<file path="config.mk">
export PLATFORM = sky130hd
export DESIGN_NAME = signed_integer_square_root_unit
export DESIGN_NICKNAME = d
export VERILOG_FILES = /design/src/hw/rtl/sisqr_pkg.sv /design/src/hw/rtl/sisqr_front.sv /design/src/hw/rtl/sisqr_cell.sv /design/src/hw/rtl/sisqr_back.sv /design/src/hw/rtl/signed_integer_square_root_unit.sv
export VERILOG_INCLUDE_DIRS = /design/src /design/src/hw/rtl
export SDC_FILE = /design/constraint.sdc
export NUM_CORES = 2
export LEC_CHECK = 0
export BUFFER_PORTS_ARGS = -buffer_cell sky130_fd_sc_hd__clkbuf_2
export CORE_MARGIN = 2
export CORE_UTILIZATION = 30
export DETAILED_ROUTE_END_ITERATION = 12
export PLACE_DENSITY = 0.52
export SYNTH_ARGS = -nofsm -noshare
export SYNTH_HDL_FRONTEND = slang
export SYNTH_SLANG_ARGS = --single-unit
</file>
<file path="constraint.sdc">
create_clock -name i_clk -period 8.54 [get_ports i_clk]
set_clock_uncertainty 0.05 [all_clocks]
set_input_delay 0.427 -clock i_clk [delete_from_list [all_inputs] [get_ports i_clk]]
set_output_delay 0.427 -clock i_clk [all_outputs]
set_load 0.1 [all_outputs]
</file>
<file path="src/hw/rtl/signed_integer_square_root_unit_macros.svh">
// ---------------------------------------------------------------------------
// Assertion macros for the signed integer square root unit
// Shared property wrappers, clocked on i_clk and held off during reset.
// ---------------------------------------------------------------------------
`ifndef SIGNED_INTEGER_SQUARE_ROOT_UNIT_MACROS_SVH
`define SIGNED_INTEGER_SQUARE_ROOT_UNIT_MACROS_SVH

`ifndef ASSERT_OFF
// Same-cycle implication
`define SISQR_ASSERT_IMP(lbl, a, b) \
    lbl: assert property (@(posedge i_clk) disable iff (!i_rst_n) (a) |-> (b)) \
        else $error("sisqr assertion failed");
// Next-cycle implication
`define SISQR_ASSERT_NXT(lbl, a, b) \
    lbl: assert property (@(posedge i_clk) disable iff (!i_rst_n) (a) |=> (b)) \
        else $error("sisqr assertion failed");
`else
`define SISQR_ASSERT_IMP(lbl, a, b)
`define SISQR_ASSERT_NXT(lbl, a, b)
`endif

`endif

</file>
<file path="src/hw/rtl/sisqr_pkg.sv">
// ---------------------------------------------------------------------------
// Signed integer square root package
// Fixed field widths shared by the stages and the top level.
// ---------------------------------------------------------------------------
package sisqr_pkg;

    // Operand field width on the request side
    localparam int OPERAND_W = 64;

    // Root field width and its byte-padded stream width
    localparam int ROOT_W    = 33;
    localparam int M_TDATA_W = ((ROOT_W + 7) / 8) * 8;

endpackage

</file>
<file path="src/hw/rtl/sisqr_front.sv">
// ---------------------------------------------------------------------------
// Square root front stage
// Takes the low operand bits, registers the sign and the magnitude.
// ---------------------------------------------------------------------------
module sisqr_front #(
    parameter int DATA_WIDTH = 64
) (
    input  logic                          i_clk,
    input  logic                          i_rst_n,
    input  logic                          i_valid,
    output logic                          o_ready,
    input  logic [sisqr_pkg::OPERAND_W-1:0] i_operand,
    output logic                          o_valid,
    input  logic                          i_ready,
    output logic                          o_neg,
    output logic [DATA_WIDTH-1:0]         o_mag
);

    logic                  r_valid;
    logic                  r_neg;
    logic [DATA_WIDTH-1:0] r_mag;
    logic [DATA_WIDTH-1:0] x;
    logic                  n_neg;
    logic [DATA_WIDTH-1:0] n_mag;

    // Accept when empty or when the held request moves on
    assign o_ready = !r_valid || i_ready;

    // Fold to magnitude; the most negative value maps to 2^(DATA_WIDTH-1)
    assign x     = i_operand[DATA_WIDTH-1:0];
    assign n_neg = x[DATA_WIDTH-1];
    assign n_mag = n_neg ? (~x + {{(DATA_WIDTH-1){1'b0}}, 1'b1}) : x;

    // Hold control state
    always_ff @(posedge i_clk) begin
        if (!i_rst_n) begin
            r_valid <= 1'b0;
        end else if (o_ready) begin
            r_valid <= i_valid;
        end
    end

    // Load payload
    always_ff @(posedge i_clk) begin
        if (i_valid && o_ready) begin
            r_neg <= n_neg;
            r_mag <= n_mag;
        end
    end

    assign o_valid = r_valid;
    assign o_neg   = r_neg;
    assign o_mag   = r_mag;

endmodule

</file>
<file path="src/hw/rtl/sisqr_cell.sv">
// ---------------------------------------------------------------------------
// Square root digit cell
// One restoring digit step at a fixed trial bit, registered with handshake.
// ---------------------------------------------------------------------------
module sisqr_cell #(
    parameter int DATA_WIDTH = 64,
    parameter int BIT_POS    = 62
) (
    input  logic                  i_clk,
    input  logic                  i_rst_n,
    input  logic                  i_valid,
    output logic                  o_ready,
    input  logic                  i_neg,
    input  logic [DATA_WIDTH-1:0] i_rem,
    input  logic [DATA_WIDTH-1:0] i_res,
    output logic                  o_valid,
    input  logic                  i_ready,
    output logic                  o_neg,
    output logic [DATA_WIDTH-1:0] o_rem,
    output logic [DATA_WIDTH-1:0] o_res
);

    localparam logic [DATA_WIDTH-1:0] TRIAL = {{(DATA_WIDTH-1){1'b0}}, 1'b1} << BIT_POS;

    logic                  r_valid;
    logic                  r_neg;
    logic [DATA_WIDTH-1:0] r_rem;
    logic [DATA_WIDTH-1:0] r_res;
    logic [DATA_WIDTH:0]   sum;
    logic                  fits;
    logic [DATA_WIDTH-1:0] n_rem;
    logic [DATA_WIDTH-1:0] n_res;

    // Accept when empty or when the held request moves on
    assign o_ready = !r_valid || i_ready;

    // Trial subtract of res + bit
    assign sum   = {1'b0, i_res} + {1'b0, TRIAL};
    assign fits  = {1'b0, i_rem} >= sum;
    assign n_rem = fits ? (i_rem - sum[DATA_WIDTH-1:0]) : i_rem;
    assign n_res = fits ? ((i_res >> 1) + TRIAL) : (i_res >> 1);

    // Hold control state
    always_ff @(posedge i_clk) begin
        if (!i_rst_n) begin
            r_valid <= 1'b0;
        end else if (o_ready) begin
            r_valid <= i_valid;
        end
    end

    // Load payload
    always_ff @(posedge i_clk) begin
        if (i_valid && o_ready) begin
            r_neg <= i_neg;
            r_rem <= n_rem;
            r_res <= n_res;
        end
    end

    assign o_valid = r_valid;
    assign o_neg   = r_neg;
    assign o_rem   = r_rem;
    assign o_res   = r_res;

endmodule

</file>
<file path="src/hw/rtl/sisqr_back.sv">
// ---------------------------------------------------------------------------
// Square root output stage
// Applies the operand sign to the root and holds it for the consumer.
// ---------------------------------------------------------------------------
module sisqr_back #(
    parameter int DATA_WIDTH = 64
) (
    input  logic                           i_clk,
    input  logic                           i_rst_n,
    input  logic                           i_valid,
    output logic                           o_ready,
    input  logic                           i_neg,
    input  logic [DATA_WIDTH-1:0]          i_res,
    output logic                           o_valid,
    input  logic                           i_ready,
    output logic [sisqr_pkg::ROOT_W-1:0]   o_root
);

    logic                          r_valid;
    logic [sisqr_pkg::ROOT_W-1:0]  r_root;
    logic [sisqr_pkg::ROOT_W-1:0]  mag;
    logic [sisqr_pkg::ROOT_W-1:0]  n_root;

    // Fit the root to the output width
    generate
        if (DATA_WIDTH >= sisqr_pkg::ROOT_W) begin : g_trunc
            assign mag = i_res[sisqr_pkg::ROOT_W-1:0];
        end else begin : g_ext
            assign mag = {{(sisqr_pkg::ROOT_W-DATA_WIDTH){1'b0}}, i_res};
        end
    endgenerate

    // Negate for a negative operand
    assign n_root  = i_neg ? (~mag + {{(sisqr_pkg::ROOT_W-1){1'b0}}, 1'b1}) : mag;

    // Accept when empty or when the held result is taken
    assign o_ready = !r_valid || i_ready;

    // Hold control state
    always_ff @(posedge i_clk) begin
        if (!i_rst_n) begin
            r_valid <= 1'b0;
        end else if (o_ready) begin
            r_valid <= i_valid;
        end
    end

    // Load payload
    always_ff @(posedge i_clk) begin
        if (i_valid && o_ready) begin
            r_root <= n_root;
        end
    end

    assign o_valid = r_valid;
    assign o_root  = r_root;

endmodule

</file>
<file path="src/hw/rtl/signed_integer_square_root_unit.sv">
// ---------------------------------------------------------------------------
// Signed integer square root unit
// Floor square root of a signed operand's magnitude, carrying its sign.
// ---------------------------------------------------------------------------
// The unit takes one operand per cycle while its output is not stalled and
// returns one root per operand, in order. A request passes a front stage
// (sign and magnitude), a chain of ((DATA_WIDTH-1)/2)+1 digit cells (32 for
// DATA_WIDTH = 64), each settling one root bit, and an output register that
// applies the sign. Every stage has its own valid bit and stalls only when
// its successor cannot accept, so bubbles close up under back-pressure; the
// throughput is one request per cycle while the consumer takes each result.
// Only the low DATA_WIDTH operand bits are read, as a two's complement number;
// the most negative value is rooted as the unsigned magnitude 2^(DATA_WIDTH-1).
// ---------------------------------------------------------------------------
`include "signed_integer_square_root_unit_macros.svh"

module signed_integer_square_root_unit #(
    parameter int DATA_WIDTH = 64
) (
    input  logic                              i_clk,
    input  logic                              i_rst_n,
    input  logic                              s_axis_tvalid,
    output logic                              s_axis_tready,
    // [63:0] operand
    input  logic [sisqr_pkg::OPERAND_W-1:0]   s_axis_tdata,
    output logic                              m_axis_tvalid,
    input  logic                              m_axis_tready,
    // [32:0] root, [39:33] zero
    output logic [sisqr_pkg::M_TDATA_W-1:0]   m_axis_tdata
);

    localparam int TOP   = ((DATA_WIDTH - 1) / 2) * 2;
    localparam int STEPS = TOP / 2 + 1;

    logic                  c_valid [STEPS+1];
    logic                  c_ready [STEPS+1];
    logic                  c_neg   [STEPS+1];
    logic [DATA_WIDTH-1:0] c_rem   [STEPS+1];
    logic [DATA_WIDTH-1:0] c_res   [STEPS+1];
    logic [sisqr_pkg::ROOT_W-1:0] root;

    // Sign and magnitude
    sisqr_front #(
        .DATA_WIDTH (DATA_WIDTH)
    ) u_front (
        .i_clk     (i_clk),
        .i_rst_n   (i_rst_n),
        .i_valid   (s_axis_tvalid),
        .o_ready   (s_axis_tready),
        .i_operand (s_axis_tdata),
        .o_valid   (c_valid[0]),
        .i_ready   (c_ready[0]),
        .o_neg     (c_neg[0]),
        .o_mag     (c_rem[0])
    );

    assign c_res[0] = '0;

    // Digit chain, trial bit moving down two places per cell
    generate
        for (genvar g = 0; g < STEPS; g++) begin : g_cell
            sisqr_cell #(
                .DATA_WIDTH (DATA_WIDTH),
                .BIT_POS    (TOP - 2 * g)
            ) u_cell (
                .i_clk   (i_clk),
                .i_rst_n (i_rst_n),
                .i_valid (c_valid[g]),
                .o_ready (c_ready[g]),
                .i_neg   (c_neg[g]),
                .i_rem   (c_rem[g]),
                .i_res   (c_res[g]),
                .o_valid (c_valid[g+1]),
                .i_ready (c_ready[g+1]),
                .o_neg   (c_neg[g+1]),
                .o_rem   (c_rem[g+1]),
                .o_res   (c_res[g+1])
            );
        end
    endgenerate

    // Signed result register
    sisqr_back #(
        .DATA_WIDTH (DATA_WIDTH)
    ) u_back (
        .i_clk   (i_clk),
        .i_rst_n (i_rst_n),
        .i_valid (c_valid[STEPS]),
        .o_ready (c_ready[STEPS]),
        .i_neg   (c_neg[STEPS]),
        .i_res   (c_res[STEPS]),
        .o_valid (m_axis_tvalid),
        .i_ready (m_axis_tready),
        .o_root  (root)
    );

    assign m_axis_tdata = {{(sisqr_pkg::M_TDATA_W-sisqr_pkg::ROOT_W){1'b0}}, root};

    // An empty output register leaves the whole chain free to accept
    `SISQR_ASSERT_IMP(a_ready_when_drained, !m_axis_tvalid, s_axis_tready)
    // A result that is not taken stays on the bus unchanged
    `SISQR_ASSERT_NXT(a_result_held, m_axis_tvalid && !m_axis_tready,
                      m_axis_tvalid && $stable(m_axis_tdata))
    // The output register cannot become valid unless the last digit cell holds a request
    `SISQR_ASSERT_NXT(a_no_early_result, !m_axis_tvalid && !c_valid[STEPS],
                      !m_axis_tvalid)

endmodule
</file>
# Yosys cells after proc, flatten, opt, wreduce, memory -nomap -nowiden
# Cells that the tools add are included.
# totals
elab_cells	459
output_inout_bits	42
input_bits	68
regBits	4165
# classes
mux	65
addsub	95
reduce_logical	102
order_cmp	32
bitwise_logic	2
# op_table
op	count
two-way mux 63 bit	32
greater-or-equal comparator 64 x 65 -> 1 bit	31
two-way mux 64 bit	31
subtractor 64 bit	30
adder 33 x 1 -> 33 bit (second input constant)	2
two-way mux 33 bit	2
adder 64 x 1 -> 65 bit (second input constant)	1
adder 64 x 11 -> 65 bit (second input constant)	1
adder 64 x 13 -> 65 bit (second input constant)	1
adder 64 x 15 -> 65 bit (second input constant)	1
adder 64 x 17 -> 65 bit (second input constant)	1
adder 64 x 19 -> 65 bit (second input constant)	1
adder 64 x 21 -> 65 bit (second input constant)	1
adder 64 x 23 -> 65 bit (second input constant)	1
adder 64 x 25 -> 65 bit (second input constant)	1
adder 64 x 27 -> 65 bit (second input constant)	1
adder 64 x 29 -> 65 bit (second input constant)	1
adder 64 x 3 -> 65 bit (second input constant)	1
adder 64 x 31 -> 65 bit (second input constant)	1
adder 64 x 33 -> 65 bit (second input constant)	1
adder 64 x 35 -> 65 bit (second input constant)	1
adder 64 x 37 -> 65 bit (second input constant)	1
adder 64 x 39 -> 65 bit (second input constant)	1
adder 64 x 41 -> 65 bit (second input constant)	1
other kinds (51)	150

# Depth between registers and ports, before layout
# logic_depth
word_depth	36
mapped_depth	14
depth_no_buf	12

# Cells and area by module
# From an unflattened synthesis, not the netlist that was laid out.
# hier_totals
hier_cells	35044
area_unflattened_um2	324376.1
# modules_own_cells
module	n_inst	seq_area_each_um2	area_each_um2	cells_each
sisqr_cell at g_cell[30].u_cell	1	3893.7	11293.3	1294
sisqr_cell at g_cell[31].u_cell	1	3893.7	11179.5	1307
sisqr_cell at g_cell[28].u_cell	1	3893.7	11059.4	1256
sisqr_cell at g_cell[27].u_cell	1	3893.7	11040.6	1251
sisqr_cell at g_cell[29].u_cell	1	3893.7	10840.4	1252
sisqr_cell at g_cell[23].u_cell	1	3893.7	10615.2	1172
sisqr_cell at g_cell[24].u_cell	1	3893.7	10557.6	1172
sisqr_cell at g_cell[26].u_cell	1	3893.7	10516.3	1181
sisqr_cell at g_cell[21].u_cell	1	3893.7	10437.5	1182
sisqr_cell at g_cell[25].u_cell	1	3893.7	10437.5	1188
sisqr_cell at g_cell[22].u_cell	1	3893.7	10297.4	1129
sisqr_cell at g_cell[19].u_cell	1	3893.7	10123.5	1134
sisqr_cell at g_cell[14].u_cell	1	3893.7	10116.0	1107
sisqr_cell at g_cell[17].u_cell	1	3893.7	10110.9	1048
21 more rows	n/a	n/a	n/a	n/a

# Worst setup path after synthesis
# Ideal clock, no wire load.
# synth_path
path_type	reg-to-reg
start	register u_back.r_valid (netlist: u_back.o_valid)
end	register g_cell[22].u_cell.r_neg (enable)
arrival_time_ns	8.224
period_less_slack_ns	8.943
required_ns	7.822
path_stages_with_launch	7
setup_slack_ns	-0.403
setup_ns	0.668
n_path_buf	1
path_cell_list	dfxtp_1 > and4b_1 > and3_1 > and3_1 > clkbuf_1 > and2_0 > a21boi_0
# synth_via
elab_chain_cells	13
# synth_rtl
item	line_no	rtl
from (decl)	sisqr_back.sv:19	logic r_valid;
from (signal assigned)	sisqr_back.sv:44	r_valid <= i_valid;
logical NOT 1 bit	sisqr_back.sv:37	assign o_ready = !r_valid || i_ready;
logical OR 1 bit	sisqr_back.sv:37	
logical OR 1 bit (10 in series)	sisqr_cell.sv:35	assign o_ready = !r_valid || i_ready;
logical AND 1 bit	sisqr_cell.sv:54	if (i_valid && o_ready) begin
to (signal assigned)	sisqr_cell.sv:55	r_neg <= i_neg;
to (decl)	sisqr_cell.sv:26	logic r_neg;
# No other way between the ends.
# A chain may end at the register's enable or synchronous reset.

# Worst setup path in the final report
# layout_path
start	register g_cell[31].u_cell.r_valid
end	output port s_axis_tready
# layout_via
elab_chain_cells	34
# layout_rtl
item	line_no	rtl
from (decl)	sisqr_cell.sv:25	logic r_valid;
from (signal assigned)	sisqr_cell.sv:48	r_valid <= i_valid;
logical NOT 1 bit	sisqr_cell.sv:35	
logical OR 1 bit (32 in series)	sisqr_cell.sv:35	
logical OR 1 bit	sisqr_front.sv:27	assign o_ready = !r_valid || i_ready;
to (decl)	signed_integer_square_root_unit.sv:23	output logic s_axis_tready,
# No other way between the ends.

==> flow_metrics.py <==
metrics = {
    "sta": {
        "tns_ns": 0,
        "relSlewSlack_pct": 17.7,
        "tightest_slew_ns": 1.24,
        "fin_crit_sh_pct": 64.9,
        "clock.fmax_mhz": 181,
        "slew_viol_final": 0,
        "finalCriticalPeriod_ns": 5.54,
        "hold_violations": 0,
        "rsz0062_at_grt": "false",
        "final-setup-viol-count": 0,
    },
    "synth": {
        "ys_seq_elements": 2676,
        "syn_inst": 9980,
        "synth_cell_types": 99,
        "synthArstFlopShare_pct": 0,
        "netlist_area_um2": 127000,
        "ys.flop_type": "edfxtp_1",
        "synth_seq_area_share_pct": 62.8,
        "yosys_warnings": 0,
        "synth_edf_count": 2642,
        "avgSynthCellArea_um2": 12.8,
    },
    "routing": {
        "first_pass_iters": 10,
        "viasPerCell": 4.88,
        "antenna_left": 0,
        "routedWlPerCell_um": 19.7,
        "drt-total-wl_um": 320000,
        "drtIter0Drc": 6040,
        "drc": 24,
        "num_vias": 79500,
    },
    "cts": {
        "cts_max_level": 5,
        "clockRootBuffer": "clkbuf_16",
        "cts-resized-gates": 0,
        "cts_buffers": 295,
        "cts_sinks": 2676,
        "clk_path_buf_depth": 4,
        "cts_setup_buffers": 0,
        "cts.clk_slew.worst_paths_ns": 0.06,
        "clk_latency_ns": 0.92,
        "ctsHoldBuffers": 105,
        "cts_tree": "yes",
    },
    "global_route": {
        "grt_usage_pct": 14.5,
        "overflow": 0,
        "first_global_vias": 80600,
        "antenna_found_initial": 2,
        "grt_start_max_net_pins": 87,
        "grt_pass1_wl_um": 489000,
    },
    "power": {
        "p_leak_nw": 50.6,
        "power_mw": 27.0,
        "ir_drop_mv": 0.158,
        "cellPowerDensity_nw_per_um2": 186,
    },
    "placed_design": {
        "finalWeightedCongestion": 0.902,
        "place_hpwl_um": 247000,
        "io_buffers": 102,
    },
    "critical_path": {
        "reg2regPathDepth": 10,
        "crit_required_ns": 8.06,
        "timing.rr.start": "g_cell[26].u_cell.o_rem[11]",
        "worstSetupStartpointType": "flop",
        "cp_max_fo": 5,
        "endpoint_kind": "output pin",
        "arrival_ns": 5.06,
        "crit_start": "g_cell[31].u_cell.o_valid",
        "regToRegSetupSlack_ns": 3.30,
        "crit_chain": "and4b_1, and3_1, nand2_1, nor4_1, and4_1, and3_1, and3_1, nand2_1, clkbuf_2",
        "slowest_delay_ns": 0.88,
        "reg2reg_to": "g_cell[27].u_cell.o_rem[50]",
        "cp_slowest_cell": "nor4_1",
        "critPathKind": "flop to output pin",
        "crit_top_cell": "and3_1",
        "endpoint": "s_axis_tready",
    },
    "final_layout": {
        "layout_commonest_cell": "edfxtp_1",
        "layout.nets": 11000,
        "layout_common_cells": "edfxtp_1, inv_1, nand2_1, nor2_1",
        "area_delta_synth_final_pct": 14.3,
        "drive_gt1_share_pct": 8.18,
    },
    "floorplan": {
        "core_area_um2": 423000,
        "start_util_pct": 30.1,
        "io_pins": 110,
        "fp.dieH_um": 656,
        "dieArea_um2": 430000,
        "num_rows": 239,
        "fp.dieW_um": 656,
    },
    "status": {
        "status": "finished, violations left",
        "violations": "design-rule violations",
    },
    "min_path": {
        "min_path_type": "primary input to flop",
    },
    "run": {
        "cap_violations": 0,
    },
}
## worst min path at each step
stage / startpoint / endpoint / slack [ns] / depth (start not counted)
floorplan: u_front.o_neg / g_cell[0].u_cell.o_neg / 0.35 / 0
CTS: s_axis_tdata[63] / u_front.o_neg / 0.007 / 2
detailed placement: g_cell[19].u_cell.o_neg / g_cell[20].u_cell.o_neg / 0.35 / 0
finish: s_axis_tdata[63] / u_front.o_neg / 0.12 / 2
global route: s_axis_tdata[63] / u_front.o_neg / 0.09 / 2
global placement: g_cell[20].u_cell.o_neg / g_cell[21].u_cell.o_neg / 0.35 / 0
## final cells by class
cell class	instances	area, µm²
diodes	4	10.0
clock buffers	368	7840
clock inverters	165	1530
fillers	41100	278000
inverters	687	2580
multi-input cells	6440	44500
flip-flops and latches	2676	80000
well taps	5663	7090
repair buffers	281	2120
## synthesized netlist by cell type (all sizes together), types with 219 or more instances
cell / n / share of area, %
a21o: 219 / 1.3
a21oi: 562 / 2.2
edfxtp: 2642 / 62
ha: 560 / 5.5
inv: 687 / 2.0
nand2: 608 / 1.8
nor2: 590 / 1.7
nor3: 262 / 1.0
nor4: 365 / 1.8
o21ai: 432 / 1.7
xnor2: 535 / 3.7
xor2: 413 / 2.8
## report_power, final
part	leakage, nW	switching, mW	internal (mW)
Sequential	24.0	0.0442	14.3
Clock	4.58	5.25	7.23
Combinational	22.0	0.106	0.0952
Total	50.6	5.40	21.6
## metal layers
metal  up-vias  track usage, %  part of all wire, %
li1      38400               -                    -
met5         -               0               0.0022
met1     38900            17.0                   41
met4         2            5.29                  3.7
met3       586            1.77                  3.4
met2      1628            26.8                   52
## worst max-delay path, delay by kind of cell, from the launching register on
kind	cells	cell delay, ns
buffers and inverters	1	0.40
flip-flops	1	0.42
AND/OR/NAND/NOR	8	3.36
## state kept, by name, indices dropped and copies added, names as in the netlist
signal	flops
g_cell.u_cell.o_rem	1984
g_cell.u_cell.o_res	528
u_front.o_mag	64
u_back.o_root	33
g_cell.u_cell.o_neg	32
g_cell.u_cell.o_valid	32
u_back.o_valid	1
u_front.o_neg	1
u_front.o_valid	1
## metrics by stage
step	cells	area (µm²)	util, %	setup slack [ns]	hold slack, ns
global route	16300	146000	34.4	2.69	0.0912
global placement	15600	135000	31.9	3.32	0.351
CTS	16300	146000	34.4	2.83	0.00739
detailed placement	15600	135000	31.9	3.38	0.355
floorplan	9986	127000	-	0.776	0.350
finish	16300	146000	34.4	3.00	0.121
## kinds of logic after synthesis
logic type	synth area share, %
AOI/OAI and AO/OA	9.20
xor gates and xnor gates	6.51
adders and majority gates	5.50
buffers and inverters	2.64
DFF	62.8
muxes	1.19
other	0.00294
and+or+nand+nor	12.2
Power figures use the tool's default switching activity.
